===== src/rtl/core/audio_rms_level_meter_unit_defines.svh =====
// Assertion macros shared by the audio RMS level meter RTL.
`ifndef AUDIO_RMS_LEVEL_METER_UNIT_DEFINES_SVH
`define AUDIO_RMS_LEVEL_METER_UNIT_DEFINES_SVH

`ifndef SYNTHESIS
`define ARLM_ASSERT_IMP(lbl, cond, prop) \
  lbl: assert property (@(posedge clk) disable iff (!rst_n) (cond) |-> (prop)) \
    else $error("level meter check failed");
`define ARLM_ASSERT_NXT(lbl, cond, prop) \
  lbl: assert property (@(posedge clk) disable iff (!rst_n) (cond) |=> (prop)) \
    else $error("level meter check failed");
`else
`define ARLM_ASSERT_IMP(lbl, cond, prop)
`define ARLM_ASSERT_NXT(lbl, cond, prop)
`endif

`endif


===== src/rtl/core/arlm_pkg.sv =====
// Constants and types of the audio RMS level meter.
package arlm_pkg;

  localparam int unsigned MAX_FRAMES  = 1024;
  localparam int unsigned SAMPLE_W    = 16;
  localparam int unsigned RMS_W       = 16;
  localparam int unsigned LEVEL_W     = 24;
  localparam int unsigned CNT_W       = $clog2(MAX_FRAMES + 1);
  localparam int unsigned SUM_W       = $clog2(MAX_FRAMES) + 32;
  localparam int unsigned SQR_W       = 2 * SAMPLE_W;
  localparam int unsigned MEAN_W      = 2 * RMS_W;
  localparam int unsigned SQREM_W     = RMS_W + 4;
  localparam int unsigned NUM_W       = LEVEL_W + 4;
  localparam int unsigned STEP_W      = $clog2(SUM_W + 1);
  localparam int unsigned DIV10_W     = 4;
  localparam int unsigned SMOOTH_DIV  = 10;
  localparam int unsigned SMOOTH_RND  = 5;
  localparam int unsigned OUT_TDATA_W = ((RMS_W + LEVEL_W + 7) / 8) * 8;

  typedef enum logic [2:0] {
    ST_IDLE,
    ST_SQUARE,
    ST_DIVIDE,
    ST_ROOT,
    ST_SCALE,
    ST_SUM,
    ST_DIV10,
    ST_EMIT
  } state_t;

endpackage


===== src/rtl/core/audio_rms_level_meter_unit.sv =====
// Audio RMS level meter with bit-serial square, divide, root and smoothing.
// A sample that is not the last of its frame is accepted in ST_IDLE and then squared in serial
// steps, one per multiplier bit, before the next accept; a dropped sample leaves it in ST_IDLE.
// A final sample is squared unless it is dropped, then goes through the serial divide of the frame sum,
// the serial square root, ST_SCALE and ST_SUM, the serial divide by ten and the load in ST_EMIT.
// The serial divider of the frame sum takes the most steps; ST_EMIT waits while the output is stalled.
// rst_n is synchronous and active low; it clears the sums, the count and the smoothed level.
`include "audio_rms_level_meter_unit_defines.svh"

module audio_rms_level_meter_unit (
  input  logic                               clk,
  input  logic                               rst_n,
  input  logic                               in_tvalid,
  output logic                               in_tready,
  input  logic [arlm_pkg::SAMPLE_W-1:0]      in_tdata,   // [15:0] sample (signed)
  input  logic                               in_tlast,   // frame_last
  output logic                               out_tvalid,
  input  logic                               out_tready,
  output logic [arlm_pkg::OUT_TDATA_W-1:0]   out_tdata,  // [15:0] rms_level, [39:16] smoothed_level
  output logic                               out_tuser   // frame_too_long
);

  localparam int unsigned SW = arlm_pkg::SUM_W;
  localparam int unsigned CW = arlm_pkg::CNT_W;
  localparam int unsigned NW = arlm_pkg::NUM_W;
  localparam int unsigned QW = arlm_pkg::SQREM_W;
  localparam int unsigned RW = arlm_pkg::RMS_W;
  localparam int unsigned LW = arlm_pkg::LEVEL_W;
  localparam int unsigned TW = arlm_pkg::STEP_W;
  localparam int unsigned DW = arlm_pkg::DIV10_W;

  arlm_pkg::state_t state_r, state_nxt;

  logic [SW-1:0]                    sum_r;
  logic [CW-1:0]                    cnt_r;
  logic [CW-1:0]                    rem_r;
  logic                             ovf_r;
  logic                             last_r;
  logic [TW-1:0]                    step_r;
  logic [arlm_pkg::SQR_W-1:0]       mcand_r;
  logic [arlm_pkg::SAMPLE_W-1:0]    mplier_r;
  logic [QW-1:0]                    sq_rem_r;
  logic [RW-1:0]                    root_r;
  logic [NW-1:0]                    num_r;
  logic [NW-1:0]                    add_r;
  logic [DW-1:0]                    rem10_r;
  logic [LW-1:0]                    level_avg_r;
  logic                             out_tvalid_r;
  logic [RW-1:0]                    out_rms_r;
  logic [LW-1:0]                    out_level_r;
  logic                             out_long_r;

  logic                             in_fire;
  logic                             cnt_ok;
  logic                             step_done;
  logic                             out_free;
  logic                             out_load;
  logic [arlm_pkg::SAMPLE_W-1:0]    mag;
  logic [CW:0]                      div_cand;
  logic                             div_ge;
  logic [QW-1:0]                    sq_cand;
  logic [QW-1:0]                    sq_trial;
  logic                             sq_ge;
  logic [DW:0]                      d10_cand;
  logic                             d10_ge;
  logic [LW-1:0]                    level_new;

  assign in_fire   = in_tvalid && in_tready;
  assign cnt_ok    = cnt_r < CW'(arlm_pkg::MAX_FRAMES);
  assign step_done = (step_r == '0);
  assign out_free  = !out_tvalid_r || out_tready;
  assign mag       = in_tdata[arlm_pkg::SAMPLE_W-1] ? (~in_tdata + 1'b1) : in_tdata;

  assign div_cand = {rem_r, sum_r[SW-1]};
  assign div_ge   = div_cand >= {1'b0, cnt_r};

  assign sq_cand  = {sq_rem_r[QW-3:0], sum_r[arlm_pkg::MEAN_W-1 -: 2]};
  assign sq_trial = QW'({root_r, 2'b01});
  assign sq_ge    = sq_cand >= sq_trial;

  assign d10_cand = {rem10_r, num_r[NW-1]};
  assign d10_ge   = d10_cand >= (DW + 1)'(arlm_pkg::SMOOTH_DIV);

  assign level_new = (num_r > NW'({LW{1'b1}})) ? {LW{1'b1}} : num_r[LW-1:0];

  always_comb begin
    state_nxt = state_r;
    unique case (state_r)
      arlm_pkg::ST_IDLE: begin
        if (in_fire) begin
          if (cnt_ok) begin
            state_nxt = arlm_pkg::ST_SQUARE;
          end else if (in_tlast) begin
            state_nxt = arlm_pkg::ST_DIVIDE;
          end
        end
      end
      arlm_pkg::ST_SQUARE: begin
        if (step_done) begin
          state_nxt = last_r ? arlm_pkg::ST_DIVIDE : arlm_pkg::ST_IDLE;
        end
      end
      arlm_pkg::ST_DIVIDE: begin
        if (step_done) begin
          state_nxt = arlm_pkg::ST_ROOT;
        end
      end
      arlm_pkg::ST_ROOT: begin
        if (step_done) begin
          state_nxt = arlm_pkg::ST_SCALE;
        end
      end
      arlm_pkg::ST_SCALE: begin
        state_nxt = arlm_pkg::ST_SUM;
      end
      arlm_pkg::ST_SUM: begin
        state_nxt = arlm_pkg::ST_DIV10;
      end
      arlm_pkg::ST_DIV10: begin
        if (step_done) begin
          state_nxt = arlm_pkg::ST_EMIT;
        end
      end
      arlm_pkg::ST_EMIT: begin
        if (out_free) begin
          state_nxt = arlm_pkg::ST_IDLE;
        end
      end
      default: begin
        state_nxt = arlm_pkg::ST_IDLE;
      end
    endcase
  end

  always_comb begin
    in_tready = (state_r == arlm_pkg::ST_IDLE);
    out_load  = (state_r == arlm_pkg::ST_EMIT) && out_free;
  end

  always_ff @(posedge clk) begin
    if (!rst_n) begin
      state_r <= arlm_pkg::ST_IDLE;
    end else begin
      state_r <= state_nxt;
    end
  end

  always_ff @(posedge clk) begin
    if (!rst_n) begin
      sum_r        <= '0;
      cnt_r        <= '0;
      ovf_r        <= 1'b0;
      level_avg_r  <= '0;
      out_tvalid_r <= 1'b0;
    end else begin
      if (out_tready) begin
        out_tvalid_r <= 1'b0;
      end
      case (state_r)
        arlm_pkg::ST_IDLE: begin
          rem_r <= '0;
          if (in_fire) begin
            last_r   <= in_tlast;
            mplier_r <= mag;
            mcand_r  <= arlm_pkg::SQR_W'(mag);
            if (cnt_ok) begin
              cnt_r  <= cnt_r + 1'b1;
              step_r <= TW'(arlm_pkg::SAMPLE_W - 1);
            end else begin
              ovf_r  <= 1'b1;
              step_r <= TW'(SW - 1);
            end
          end
        end
        arlm_pkg::ST_SQUARE: begin
          rem_r <= '0;
          if (mplier_r[0]) begin
            sum_r <= sum_r + SW'(mcand_r);
          end
          mcand_r  <= mcand_r << 1;
          mplier_r <= mplier_r >> 1;
          step_r   <= step_done ? TW'(SW - 1) : step_r - 1'b1;
        end
        arlm_pkg::ST_DIVIDE: begin
          rem_r    <= div_ge ? CW'(div_cand - {1'b0, cnt_r}) : div_cand[CW-1:0];
          sum_r    <= {sum_r[SW-2:0], div_ge};
          sq_rem_r <= '0;
          root_r   <= '0;
          step_r   <= step_done ? TW'(RW - 1) : step_r - 1'b1;
        end
        arlm_pkg::ST_ROOT: begin
          sq_rem_r <= sq_ge ? (sq_cand - sq_trial) : sq_cand;
          root_r   <= {root_r[RW-2:0], sq_ge};
          sum_r    <= sum_r << 2;
          step_r   <= step_r - 1'b1;
        end
        arlm_pkg::ST_SCALE: begin
          num_r <= NW'({level_avg_r, 3'b000}) - NW'(level_avg_r);
          add_r <= NW'({root_r, 9'b0}) + NW'({root_r, 8'b0}) + NW'(arlm_pkg::SMOOTH_RND);
        end
        arlm_pkg::ST_SUM: begin
          num_r   <= num_r + add_r;
          rem10_r <= '0;
          step_r  <= TW'(NW - 1);
        end
        arlm_pkg::ST_DIV10: begin
          rem10_r <= d10_ge ? DW'(d10_cand - (DW + 1)'(arlm_pkg::SMOOTH_DIV))
                            : d10_cand[DW-1:0];
          num_r   <= {num_r[NW-2:0], d10_ge};
          step_r  <= step_r - 1'b1;
        end
        arlm_pkg::ST_EMIT: begin
          if (out_load) begin
            out_tvalid_r <= 1'b1;
            out_rms_r    <= root_r;
            out_level_r  <= level_new;
            out_long_r   <= ovf_r;
            level_avg_r  <= level_new;
            sum_r        <= '0;
            cnt_r        <= '0;
            ovf_r        <= 1'b0;
          end
        end
        default: begin
        end
      endcase
    end
  end

  assign out_tvalid = out_tvalid_r;
  assign out_tdata  = arlm_pkg::OUT_TDATA_W'({out_level_r, out_rms_r});
  assign out_tuser  = out_long_r;

  `ARLM_ASSERT_IMP(a_cnt_bound, 1'b1, cnt_r <= CW'(arlm_pkg::MAX_FRAMES))
  `ARLM_ASSERT_IMP(a_div_nonzero, state_r == arlm_pkg::ST_DIVIDE, cnt_r != '0)
  `ARLM_ASSERT_IMP(a_root_bound, state_r == arlm_pkg::ST_SCALE, root_r <= 16'h8000)
  `ARLM_ASSERT_NXT(a_drop_keeps_cnt, in_fire && !cnt_ok, $stable(cnt_r))

endmodule


===== config.mk =====
export PLATFORM = sky130hd
export DESIGN_NAME = audio_rms_level_meter_unit
export DESIGN_NICKNAME = d
export VERILOG_FILES = /design/src/rtl/core/arlm_pkg.sv /design/src/rtl/core/audio_rms_level_meter_unit.sv
export VERILOG_INCLUDE_DIRS = /design/src /design/src/rtl/core
export SDC_FILE = /design/constraint.sdc
export NUM_CORES = 1
export LEC_CHECK = 0
export BUFFER_PORTS_ARGS = -buffer_cell sky130_fd_sc_hd__buf_2
export CAP_MARGIN = 30
export CORE_MARGIN = 3
export CORE_UTILIZATION = 57
export CTS_CLUSTER_SIZE = 20
export DETAILED_ROUTE_END_ITERATION = 7
export PLACE_DENSITY = 0.77
export SETUP_SLACK_MARGIN = 0.15
export SKIP_LAST_GASP = 1
export SYNTH_ARGS = -nofsm -noshare
export SYNTH_HDL_FRONTEND = slang
export SYNTH_SLANG_ARGS = --single-unit

===== constraint.sdc =====
create_clock -name clk -period 4.4 [get_ports clk]
set_clock_uncertainty 0.1 [all_clocks]
set_input_delay 0.44 -clock clk [delete_from_list [all_inputs] [get_ports clk]]
set_output_delay 0.44 -clock clk [all_outputs]
set_load 0.01 [all_outputs]

Word-level counts from Yosys, hierarchy flattened
Cells that the tools add are included.
- $add $sub $neg: 11
- equal/unequal tests: 18
- $lt $le $gt $ge: 5
- reduce and logical (&&, ||, !) cells: 30
- bitwise gates (word level): 1
- multiplexer cells: 43
- operators with widths (kind ; number):
    $pmux 42 s4 ; 1
    $mux 42 ; 2
    $pmux 28 s3 ; 1
    $pmux 16 s2 ; 2
    $pmux 32 s2 ; 1
    $mux 11 ; 4
    $pmux 11 s2 ; 2
    $add 42x32->42 ; 1
    $pmux 18 s2 ; 1
    $mux 16 ; 2
    $mux 32 ; 1
    $pmux 6 s5 ; 1
    $add 28x28->28 ; 1
    $gt 28x24->1 const B ; 1
    $sub 27x24->28 ; 1
    $add 26x3->27 const B ; 1
    $add 25x24->26 ; 1
    $mux 24 ; 1
    $mux 3 ; 8
    $mux 6 ; 4
    $pmux 3 s8 ; 1
    $ge 20x18->1 ; 1
    $mux 18 ; 1
    $sub 18x18->18 ; 1
    other kinds (34) ; 67
- input bits: 21
- output and inout port bits: 43
- register bits after elaboration: 283
- logic and storage cells: 127

Longest topological paths before layout
Gate-level depths: netlist (run 1).
- word-level depth: 5
- depth in mapped cells: 13
- mapped depth without buffers: 12

Worst setup path before layout (run 1)
Ideal clock, no wire load.
- path type: in2reg
- from: input port rst_n
- to: register out_level_r[0] (enable)
- buffers on the path: 2
- setup slack: 0.006 ns
- data required time: 3.810 ns
- stages: 4
- arrival time: 3.804 ns
- cells stage by stage: clkbuf_1 inv_1 clkbuf_1 nor3_1
- cells in the longest elaborated chain, start to end: 1
- ends and longest elaborated chain (element ; line ; RTL):
    start, declared ; audio_rms_level_meter_unit.sv:12 ; input logic rst_n,
    $reduce_and 3->1 (no line) ; n/a ;
    end signal, assigned ; audio_rms_level_meter_unit.sv:216 ; out_level_r <= level_new;
    end, declared ; audio_rms_level_meter_unit.sv:50 ; logic [LW-1:0] out_level_r;
Every way passes these cells.
A chain may end at the register's enable or synchronous reset.

Final worst setup path (run 1)
- from: register root_r[0]
- to: register sq_rem_r[8], data pin
- cells in the longest elaborated chain, start to end: 3
- elaborated cells between the ends (all ways): 4
- ends and longest elaborated chain (element ; line ; RTL):
    start, declared ; audio_rms_level_meter_unit.sv:43 ; logic [RW-1:0] root_r;
    start signal, assigned ; audio_rms_level_meter_unit.sv:193 ; root_r <= {root_r[RW-2:0], sq_ge};
    $sub 18x18->18 or $ge 20x18->1 (tied branches) ; audio_rms_level_meter_unit.sv:192, audio_rms_level_meter_unit.sv:79 ;
    $mux 18 (*) ; audio_rms_level_meter_unit.sv:192 ; sq_rem_r <= sq_ge ? (sq_cand - sq_trial) : sq_cand;
    $pmux 18 s2 (*) ; audio_rms_level_meter_unit.sv:159 ; case (state_r)
    end signal, assigned ; audio_rms_level_meter_unit.sv:192 ;
    end, declared ; audio_rms_level_meter_unit.sv:42 ; logic [QW-1:0] sq_rem_r;
Every way passes the cells marked *; elsewhere a longest branch is shown, timed or not.

==> run_results.csv, run 1 <==
group,metric,value,unit
die,die_w,183,um
clock_network,clock_path_buffers,3,
sta,hold-worst-slack,37.4,ps
layout,fillers,2480,
worst_setup_path,critPathMaxFanout,12,
sta,fin_crit_sh,79.2,%
worst_setup_path,timing.critical_path.slowest_stage_cell,"a21oi_2",
placed_design,port_buffers,63,
die,die_h,183,um
placed_design,gp_congestion,0.921,
synthesis,synthCells,1850,
sta,rsz0062_at_grt,"false",
power,net-switching-power,0.00360,W
routing,routed_wl,40.4,mm
sta,setup_viol,0,
layout,num_antenna_cells,0,
routing,first_pass_iters,7,
routing,viasPerCell,6.14,
routing,vias,14244,
synthesis,synth_seq_cells,273,
power,power.density,502,nW/um^2
worst_setup_path,worstPathCellList,"inv_1 -> ha_1 -> nor2b_1 -> o2111ai_1 -> nand2_1 -> a31oi_1 -> o211ai_1 -> a21oi_1 -> a21oi_2 -> buf_4 -> mux2i_1 -> nor2_1",
placed_design,place_hpwl,28.7,mm
clock_network,cts_repair_resize_count,0,
worst_setup_path,critPathTopFamily,"compound AO/OA/AOI/OAI gates",
synthesis,synth.area.top_cells,"edfxtp_1, dfxtp_1, ha_1",
grt,overflow,0,
sta,finalHoldViolCount,0,
synthesis,async_flop_share,0,%
clock_network,cts_buffers,31,
synthesis,synth_cell_type_count,85,
clock_network,root_buffer,"clkbuf_16",
power,pwr-share-clk,25.2,%
clock_network,postCtsHoldBufs,0,
worst_setup_path,critPathLaunchType,"register",
synthesis,synth_area,17800,sq um
synthesis,yosysTopAreaCell,"edfxtp_1",
layout,syn_to_final_growth,9.96,%
placed_design,postPlaceCellArea,18600,sq um
worst_setup_path,worstSetupPathType,"reg2reg",
sta,max_slew_margin,40.6,%
routing,drtIter0Drc,996,
layout,drive_above_1_share,9.47,%
synthesis,syn_area_per_cell,9.62,sq um
synthesis,synth_top_area_share,32.2,%
die,io_pins,64,
layout,most-common-layout-cells,"edfxtp_1, nor2_1, a21oi_1",
grt,grt_pass1_wl,67.4,mm
sta,finalSetupTns,0,ps
power,combPwrFrac,38.0,%
grt,grt_max_degree,61,
routing,route.detailed.drc,0,
grt,grt_pass1_vias,13769,
clock_network,cts_max_level,1,
clock_network,cts_setup_buffers,0,
routing,wl_per_cell,17.4,um
worst_setup_path,end_kind,"register",
status,status,"finished clean",
sta,slew_violations,0,
power,internal-power,0.00621,W
min_path,min_path_type,"in2reg",
clock_network,clock-sinks,273,
die,dieArea,33400,sq um
synthesis,yosysSeqAreaShare,41.5,%
worst_setup_path,worst-path-buf-inv,2,
synthesis,synth_enable_flop_cells,191,
synthesis,synthFlopType,"edfxtp_1",
synthesis,synth_nets,1997,
sta,fmax,0.287,GHz
power,cellLeakagePower,7.53,nW
sta,worst_pin_slew,889,ps
die,rows,64,
job,maxCapViolations,0,
power,switching_share,36.7,%
routing,ant_nets,0,
die,initial_core_util,58.0,%
clock_network,clkLatencyLatePin,550,ps
grt,grt_antenna_before_repair,0,
clock_network,cts_tree,"yes",
layout,final_common_cell,"edfxtp_1",
synthesis,synth-warning-count,0,
power,peakVddDrop,422,uV
grt,track_usage,23.7,%
clock_network,path_clk_slew,60,ps
worst_setup_path,crit_arrival,3690,ps
worst_setup_path,cp_data_required_time,4600,ps
worst_setup_path,slowest_delay,630,ps
die,coreArea,30700,sq um
power,power_frac_seq,36.7,%
sta,period_minus_slack,3480,ps
layout,final_area,19600,sq um
layout,num-nets-final,2045,
[cells in the mapped netlist, drive strengths merged, types with 5 or more instances]
| cell | number |
|---|---|
| a21o | 49 |
| a41oi | 7 |
| o21ai | 114 |
| dfxtp | 82 |
| o21a | 46 |
| nor3 | 39 |
| xnor2 | 72 |
| clkbuf | 63 |
| o21bai | 12 |
| o221ai | 17 |
| or4 | 6 |
| o22ai | 12 |
| nor2b | 25 |
| nand2b | 33 |
| a21boi | 7 |
| a21oi | 132 |
| inv | 92 |
| o31ai | 10 |
| nand3b | 8 |
| a22oi | 17 |
| buf | 12 |
| or2 | 7 |
| a211oi | 18 |
| mux2i | 90 |
| xor2 | 44 |
| ha | 123 |
| nand2 | 105 |
| a31oi | 21 |
| nand3 | 33 |
| o211ai | 11 |
| nor2 | 186 |
| nand4 | 14 |
| o41ai | 7 |
| o2111ai | 7 |
| or3 | 16 |
| a221oi | 6 |
| and2 | 20 |
| a311oi | 5 |
| edfxtp | 191 |
| nor4 | 11 |
| and3 | 19 |
[stage by stage]
stage	total power, W	setup slack (ps)	instances	util [%]
global placement	0.00722	1060	2259	60.6
global route	0.0104	622	2318	63.8
CTS	0.00982	922	2317	63.8
finish	0.00981	915	2318	63.8
floorplan	0.00646	932	1850	-
detailed placement	0.00730	936	2260	60.6
[metal layers]
| metal | part of all wire, % | track usage (%) |
|---|---|---|
| met1 | 45 | 32.3 |
| met2 | 47 | 39.5 |
| met3 | 4.8 | 2.57 |
| met4 | 2.8 | 7.65 |
| met5 | 0 | 0 |
[power groups by stage]
stage | clock network [W] | logic [W] | registers [W]
after floorplan | 0 | 0.00300 | 0.00346
after global placement | 0 | 0.00359 | 0.00363
after detailed placement | 0 | 0.00366 | 0.00364
after CTS | 0.00252 | 0.00370 | 0.00360
after global routing | 0.00262 | 0.00416 | 0.00365
final | 0.00248 | 0.00373 | 0.00360
[state kept, by name, indices dropped and copies added, names as in the netlist]
| register | flops |
|---|---|
| sum_r | 42 |
| step_r | 6 |
| root_r | 16 |
| rem_r | 11 |
| state_r | 3 |
| out_tuser | 1 |
| rem10_r | 4 |
| level_avg_r | 24 |
| mcand_r | 32 |
| out_tvalid | 1 |
| add_r | 18 |
| ovf_r | 1 |
| sq_rem_r | 18 |
| cnt_r | 11 |
| mplier_r | 16 |
| num_r | 28 |
| last_r | 1 |
| out_level_r | 24 |
| out_rms_r | 16 |
[final timing paths]
check | start | end | slack [ps] | cells past startpoint
worst max register to register | root_r[0]$_SDFFCE_PN0P_ | sq_rem_r[8]$_SDFFCE_PN0P_ | 920 | 12
worst max-delay path | root_r[0]$_SDFFCE_PN0P_ | sq_rem_r[8]$_SDFFCE_PN0P_ | 920 | 12
worst min register to register | ovf_r$_SDFFE_PN0P_ | out_tuser$_DFFE_PP_ | 350 | 0
worst min-delay path | in_tlast | last_r$_DFFE_PP_ | 40 | 1
[kinds of logic after synthesis]
| logic type | count (synthesis) | share of synthesized area, % |
|---|---|---|
| and+or+nand+nor | 532 | 14.4 |
| muxes | 93 | 5.25 |
| AOI/OAI and AO/OA | 542 | 20.6 |
| DFF | 273 | 41.5 |
| xor gates and xnor gates | 116 | 5.71 |
| buffers and inverters | 168 | 3.59 |
| adders and majority gates | 126 | 8.99 |
[layout make-up]
class	instances	area, sq um	share of cell area (%)
Sequential cell	273	7380	37.7
Tap cell	396	495	2.53
Inverter	93	349	1.78
Multi-Input combinational cell	1409	9850	50.3
Clock inverter	11	104	0.531
Clock buffer	46	862	4.41
Timing Repair Buffer	90	523	2.67
(Power assumes the default switching activity.)
==> run 2: changes to the inputs <==
==> constraint.sdc (replaced) <==
create_clock -name clk -period 3.1 [get_ports clk]
set_clock_uncertainty 0.1 [all_clocks]
set_input_delay 0.31 -clock clk [delete_from_list [all_inputs] [get_ports clk]]
set_output_delay 0.31 -clock clk [all_outputs]
set_load 0.01 [all_outputs]
==> run 2 against run 1 <==
Net effect: register-to-register slack got worse by 890 ps; non-clock buffer count up 82; sequential power grew 41%; design area grew 7.2%; clock-buffer cell count decreased by 6; maximum frequency is 13% higher; sequential share of layout area decreased by 2.5 points; die area is the same; combinational power increased by 60%; power is 53% higher; via count up 3.8%; utilization is 4.6 points higher; critical endpoint is now sum_r[16]$_SDFFE_PN0P_; highest routed layer unchanged.
==> run_results.csv, run 2 (synthesized netlist as in run 1, its figures left out) <==
group,metric,value,unit
layout,fillers,2284,
placed_design,place_hpwl,30.0,mm
placed_design,dp_slack,-57.1,ps
layout,final_common_cell,"edfxtp_1",
layout,largest_register,"sum_r",
die,io_pins,64,
clock_network,cts_max_level,1,
power,switching_share,36.5,%
placed_design,gp_congestion,0.918,
die,coreArea,30700,sq um
grt,grt_pass1_wl,69.8,mm
min_path,min_path_type,"in2reg",
grt,grt_max_degree,52,
die,die_w,183,um
grt,track_usage,24.7,%
grt,overflow,0,
worst_setup_path,cp_data_required_time,3420,ps
clock_network,cts_tree,"yes",
layout,drive_above_1_share,17.3,%
worst_setup_path,critPathLaunchType,"register",
layout,most-common-layout-cells,"edfxtp_1, nor2_1, a21oi_1",
layout,final_area,21000,sq um
die,rows,64,
worst_setup_path,worstSetupPathType,"reg2reg",
sta,max_slew_margin,48.1,%
power,peakVddDrop,758,uV
layout,fin_util,68.4,%
layout,largest_reg_flops,42,
power,power_frac_seq,33.8,%
clock_network,clock_path_buffers,3,
power,cellLeakagePower,8.09,nW
placed_design,dp_cells,2305,
layout,final_cell_count_no_fill,2401,
worst_setup_path,crit_arrival,3390,ps
die,dieArea,33400,sq um
die,die_h,183,um
routing,first_pass_iters,6,
routing,vias,14781,
layout,num_antenna_cells,0,
sta,period_minus_slack,3080,ps
layout,syn_to_final_growth,17.9,%
sta,rsz0062_at_grt,"true",
power,internal-power,0.00953,W
placed_design,postPlaceCellArea,19000,sq um
worst_setup_path,worstPathCellList,"ha_2 -> fa_2 -> a211oi_4 -> o21bai_2 -> o41ai_4 -> a31oi_4 -> buf_6 -> o211a_4 -> nor2_4 -> xnor2_2 -> a221oi_2 -> a211oi_2",
worst_setup_path,worst-path-buf-inv,1,
clock_network,clock-sinks,273,
clock_network,clkLatencyLatePin,580,ps
worst_setup_path,critPathTopFamily,"compound AO/OA/AOI/OAI gates",
status,status,"finished clean",
sta,slew_violations,0,
routing,ant_nets,0,
layout,largestRegisters,"sum_r x42, mcand_r x32, num_r x28",
sta,finalHoldViolCount,0,
sta,finalWorstSetupSlack,22.1,ps
grt,grt_pass1_vias,14181,
routing,drtIter0Drc,1059,
clock_network,root_buffer,"clkbuf_16",
sta,worst_pin_slew,777,ps
grt,grt_antenna_before_repair,0,
power,net-switching-power,0.00548,W
job,maxCapViolations,0,
worst_setup_path,critPathMaxFanout,3,
clock_network,path_clk_slew,60,ps
routing,wl_per_cell,18.0,um
die,initial_core_util,58.0,%
power,combPwrFrac,39.7,%
layout,num-nets-final,2127,
sta,setup_viol,0,
worst_setup_path,end_kind,"register",
power,pwr-share-clk,26.5,%
routing,route.detailed.drc,0,
clock_network,cts_buffers,31,
power,power.density,716,nW/um^2
worst_setup_path,timing.critical_path.slowest_stage_cell,"edfxtp_1",
routing,routed_wl,43.3,mm
routing,viasPerCell,6.16,
worst_setup_path,slowest_delay,400,ps
sta,fin_crit_sh,99.3,%
sta,fmax,0.325,GHz
placed_design,port_buffers,63,
run 2: per-stage QoR:
| step | hold slack (ps) | setup TNS [ps] | power [W] |
|---|---|---|---|
| 6_report | 82.2 | 0 | 0.0150 |
| 5_1_grt | 108 | -749 | 0.0159 |
| 4_1_cts | 70.7 | 0 | 0.0147 |
| 3_5_place_dp | 386 | -292 | 0.0105 |
| 3_3_place_gp | 367 | 0 | 0.0104 |
| 2_1_floorplan | 309 | 0 | 0.00918 |
run 2: layout make-up:
cell class	count	area, sq um	area share (%)
multi-input cells	1409	10400	49.6
flip-flops and latches	273	7380	35.2
repair buffers	172	1220	5.84
clock buffers	40	883	4.21
well taps	396	495	2.36
inverters	93	349	1.66
clock inverters	18	238	1.13
run 2: power groups by stage:
stage | logic (W) | registers (W) | clock network (W)
final | 0.00595 | 0.00508 | 0.00398
after global routing | 0.00655 | 0.00514 | 0.00419
after CTS | 0.00562 | 0.00506 | 0.00403
after detailed placement | 0.00544 | 0.00511 | 0
after global placement | 0.00532 | 0.00509 | 0
after floorplan | 0.00428 | 0.00490 | 0
run 2: path summary, 6_finish.rpt:
check / cells past startpoint / slack, ps / startpoint / endpoint
max: 12 / 20 / mcand_r[0]$_SDFFCE_PP0P_ / sum_r[16]$_SDFFE_PN0P_
min: 3 / 80 / out_tready / out_tvalid$_SDFF_PN0_
min reg2reg: 2 / 390 / cnt_r[9]$_SDFFE_PN0P_ / cnt_r[9]$_SDFFE_PN0P_
max reg2reg: 12 / 20 / mcand_r[0]$_SDFFCE_PP0P_ / sum_r[16]$_SDFFE_PN0P_
run 2: worst register-to-register path: cells and delay by family (launching register included):
family / cells / cell delay [ps]
xor gates and xnor gates: 1 / 70
buffers and inverters: 1 / 160
DFF: 1 / 400
adders and majority gates: 2 / 570
AOI/OAI and AO/OA: 7 / 1540
and+or+nand+nor: 1 / 100
run 2: layer usage:
metal / up-vias / share of wire [%] / global-route usage (%)
li1: 7130 / - / -
met1: 7117 / 45 / 33.6
met2: 432 / 48 / 41.8
met3: 102 / 5.0 / 2.95
met4: 0 / 2.5 / 6.55
met5: - / 0 / 0
run 2: repair_timing:
action,in CTS,in global routing
endpoints found under the hold margin,3,0
resized for setup,41,67
hold buffers,3,0
endpoints found under the setup margin,43,66
setup buffers,13,21
pin swaps,35,59
cloned,0,1
==> run 3: changes to the inputs <==
--- a/config.mk
+++ b/config.mk
@@ -9,10 +9,10 @@
 export BUFFER_PORTS_ARGS = -buffer_cell sky130_fd_sc_hd__buf_2
 export CAP_MARGIN = 30
 export CORE_MARGIN = 3
-export CORE_UTILIZATION = 57
+export CORE_UTILIZATION = 65
 export CTS_CLUSTER_SIZE = 20
 export DETAILED_ROUTE_END_ITERATION = 7
-export PLACE_DENSITY = 0.77
+export PLACE_DENSITY = 0.83
 export SETUP_SLACK_MARGIN = 0.15
 export SKIP_LAST_GASP = 1
 export SYNTH_ARGS = -nofsm -noshare
==> constraint.sdc (replaced) <==
create_clock -name clk -period 3.75 [get_ports clk]
set_clock_uncertainty 0.1 [all_clocks]
set_input_delay 0.375 -clock clk [delete_from_list [all_inputs] [get_ports clk]]
set_output_delay 0.375 -clock clk [all_outputs]
set_load 0.01 [all_outputs]
==> run 3 against run 2 <==
Net effect: wire length down 7.4%; final cell count decreased by 5.9%; power is 22% lower; die area is 12% lower; register-to-register slack better by 360 ps; global-route usage increased by 2.3 points; largest power group unchanged.
==> run_results.csv, run 3 (synthesized netlist as in run 1, its figures left out) <==
group,metric,value,unit
status,status,"finished clean",
sta,max_slew_margin,33.1,%
clock_network,clkLatencyLatePin,560,ps
clock_network,root_buffer,"clkbuf_16",
sta,hold-worst-slack,58.8,ps
power,power_frac_seq,35.8,%
layout,fillers,1899,
clock_network,cts_max_level,1,
die,dieArea,29400,sq um
die,coreArea,26500,sq um
layout,largest_reg_flops,42,
sta,setup_viol,0,
worst_setup_path,critPathLaunchType,"register",
worst_setup_path,crit_arrival,3700,ps
layout,drive_above_1_share,10.2,%
min_path,worstHoldPathCells,3,
die,io_pins,64,
layout,most-common-layout-cells,"edfxtp_1, nor2_1, a21oi_1",
worst_setup_path,worstSetupPathType,"reg2reg",
layout,final_cell_count_no_fill,2260,
routing,drtIter0Drc,1021,
sta,fin_crit_sh,89.8,%
sta,finalHoldViolCount,0,
die,rows,59,
grt,grt_antenna_before_repair,0,
sta,finalSetupTns,0,ps
layout,largest_register,"sum_r",
routing,first_pass_iters,7,
die,die_h,171,um
clock_network,cts_tree,"yes",
clock_network,cts_buffers,29,
layout,fin_util,73.8,%
layout,multi_input_area,9860,sq um
layout,largestRegisters,"sum_r x42, mcand_r x32, num_r x28",
grt,grt_pass1_wl,66.1,mm
grt,grt_pass1_vias,13675,
power,cellLeakagePower,7.58,nW
sta,slew_violations,0,
layout,num_antenna_cells,0,
sta,period_minus_slack,3370,ps
clock_network,clock_path_buffers,3,
grt,overflow,0,
grt,gr-max-usage-layer,"met2",
sta,fmax,0.297,GHz
worst_setup_path,cp_data_required_time,4080,ps
layout,final_common_cell,"edfxtp_1",
grt,gr-usage-met3,3.40,%
clock_network,path_clk_slew,60,ps
power,switching_share,37.0,%
grt,grt_max_degree,61,
worst_setup_path,end_kind,"register",
placed_design,dp_cells,2204,
layout,syn_to_final_growth,10.0,%
grt,track_usage,26.9,%
placed_design,place_hpwl,28.4,mm
placed_design,port_buffers,63,
min_path,min_path_type,"in2reg",
worst_setup_path,worstRegToRegCells,11,
power,peakVddDrop,636,uV
routing,routed_wl,40.1,mm
clock_network,clock-sinks,273,
power,power.density,596,nW/um^2
job,maxCapViolations,0,
routing,route.detailed.drc,0,
routing,wl_per_cell,17.7,um
placed_design,gp_congestion,0.948,
routing,ant_nets,0,
sta,rsz0062_at_grt,"false",
die,die_w,171,um
power,internal-power,0.00735,W
die,initial_core_util,67.1,%
layout,ff_latch_area,7380,sq um
grt,use_met1,37.2,%
power,combPwrFrac,38.7,%
power,net-switching-power,0.00431,W
routing,vias,14392,
worst_setup_path,critPathMaxFanout,6,
grt,use_met2,45.1,%
power,pwr-share-clk,25.5,%
layout,num-nets-final,2049,
sta,worst_pin_slew,996,ps
routing,viasPerCell,6.37,
==> run 3: repair_timing <==
| item | CTS | global route |
|---|---|---|
| gates resized for setup | 0 | 2 |
| setup buffers | 0 | 1 |
| hold buffers | 1 | 0 |
| endpoints found under the hold margin | 1 | 0 |
| setup endpoints to repair | 0 | 7 |
==> run 3: worst paths after layout <==
check,from,end,slack [ps]
setup reg to reg,mcand_r[0]$_SDFFCE_PP0P_,sum_r[34]$_SDFFE_PN0P_,380
hold reg to reg,ovf_r$_SDFFE_PN0P_,out_tuser$_DFFE_PP_,390
setup / recovery,mcand_r[0]$_SDFFCE_PP0P_,sum_r[34]$_SDFFE_PN0P_,380
hold / removal,in_tvalid,ovf_r$_SDFFE_PN0P_,60
==> run 3: worst max-delay path, cell delays in order (launching register included) <==
cell	delay, ps
edfxtp_1	390
ha_1	240
fa_1	440
a211oi_2	230
o21bai_1	160
o41ai_4	450
a31oi_4	190
o21ai_4	280
a21oi_1	130
o311ai_1	370
o32a_1	200
o22ai_1	70
==> run 3: power groups by stage <==
stage	clock (W)	sequential, W	combinational [W]
after floorplan	0	0.00406	0.00352
after global placement	0	0.00420	0.00426
after detailed placement	0	0.00422	0.00439
after CTS	0.00301	0.00416	0.00444
after global routing	0.00312	0.00423	0.00498
final	0.00297	0.00418	0.00451
==> run 3: stage by stage <==
| stage | power (W) | setup WS, ps | cell area [sq um] |
|---|---|---|---|
| global route | 0.0123 | 179 | 19600 |
| global placement | 0.00846 | 437 | 18500 |
| floorplan | 0.00758 | 282 | 17800 |
| finish | 0.0117 | 381 | 19600 |
| detailed placement | 0.00861 | 328 | 18500 |
| CTS | 0.0116 | 301 | 19500 |
==> run 3: layout make-up <==
class	instances	share of cell area (%)
Inverter	93	1.78
Sequential cell	273	37.7
Clock inverter	21	1.18
Clock buffer	33	3.89
Timing Repair Buffer	96	2.89
Multi-Input combinational cell	1409	50.4
Tap cell	335	2.14
==> run 3: layer usage <==
metal,vias to the layer above,wire [um]
li1,6987,-
met1,6831,18000
met2,490,18800
met3,84,2310
met4,0,972
met5,-,0
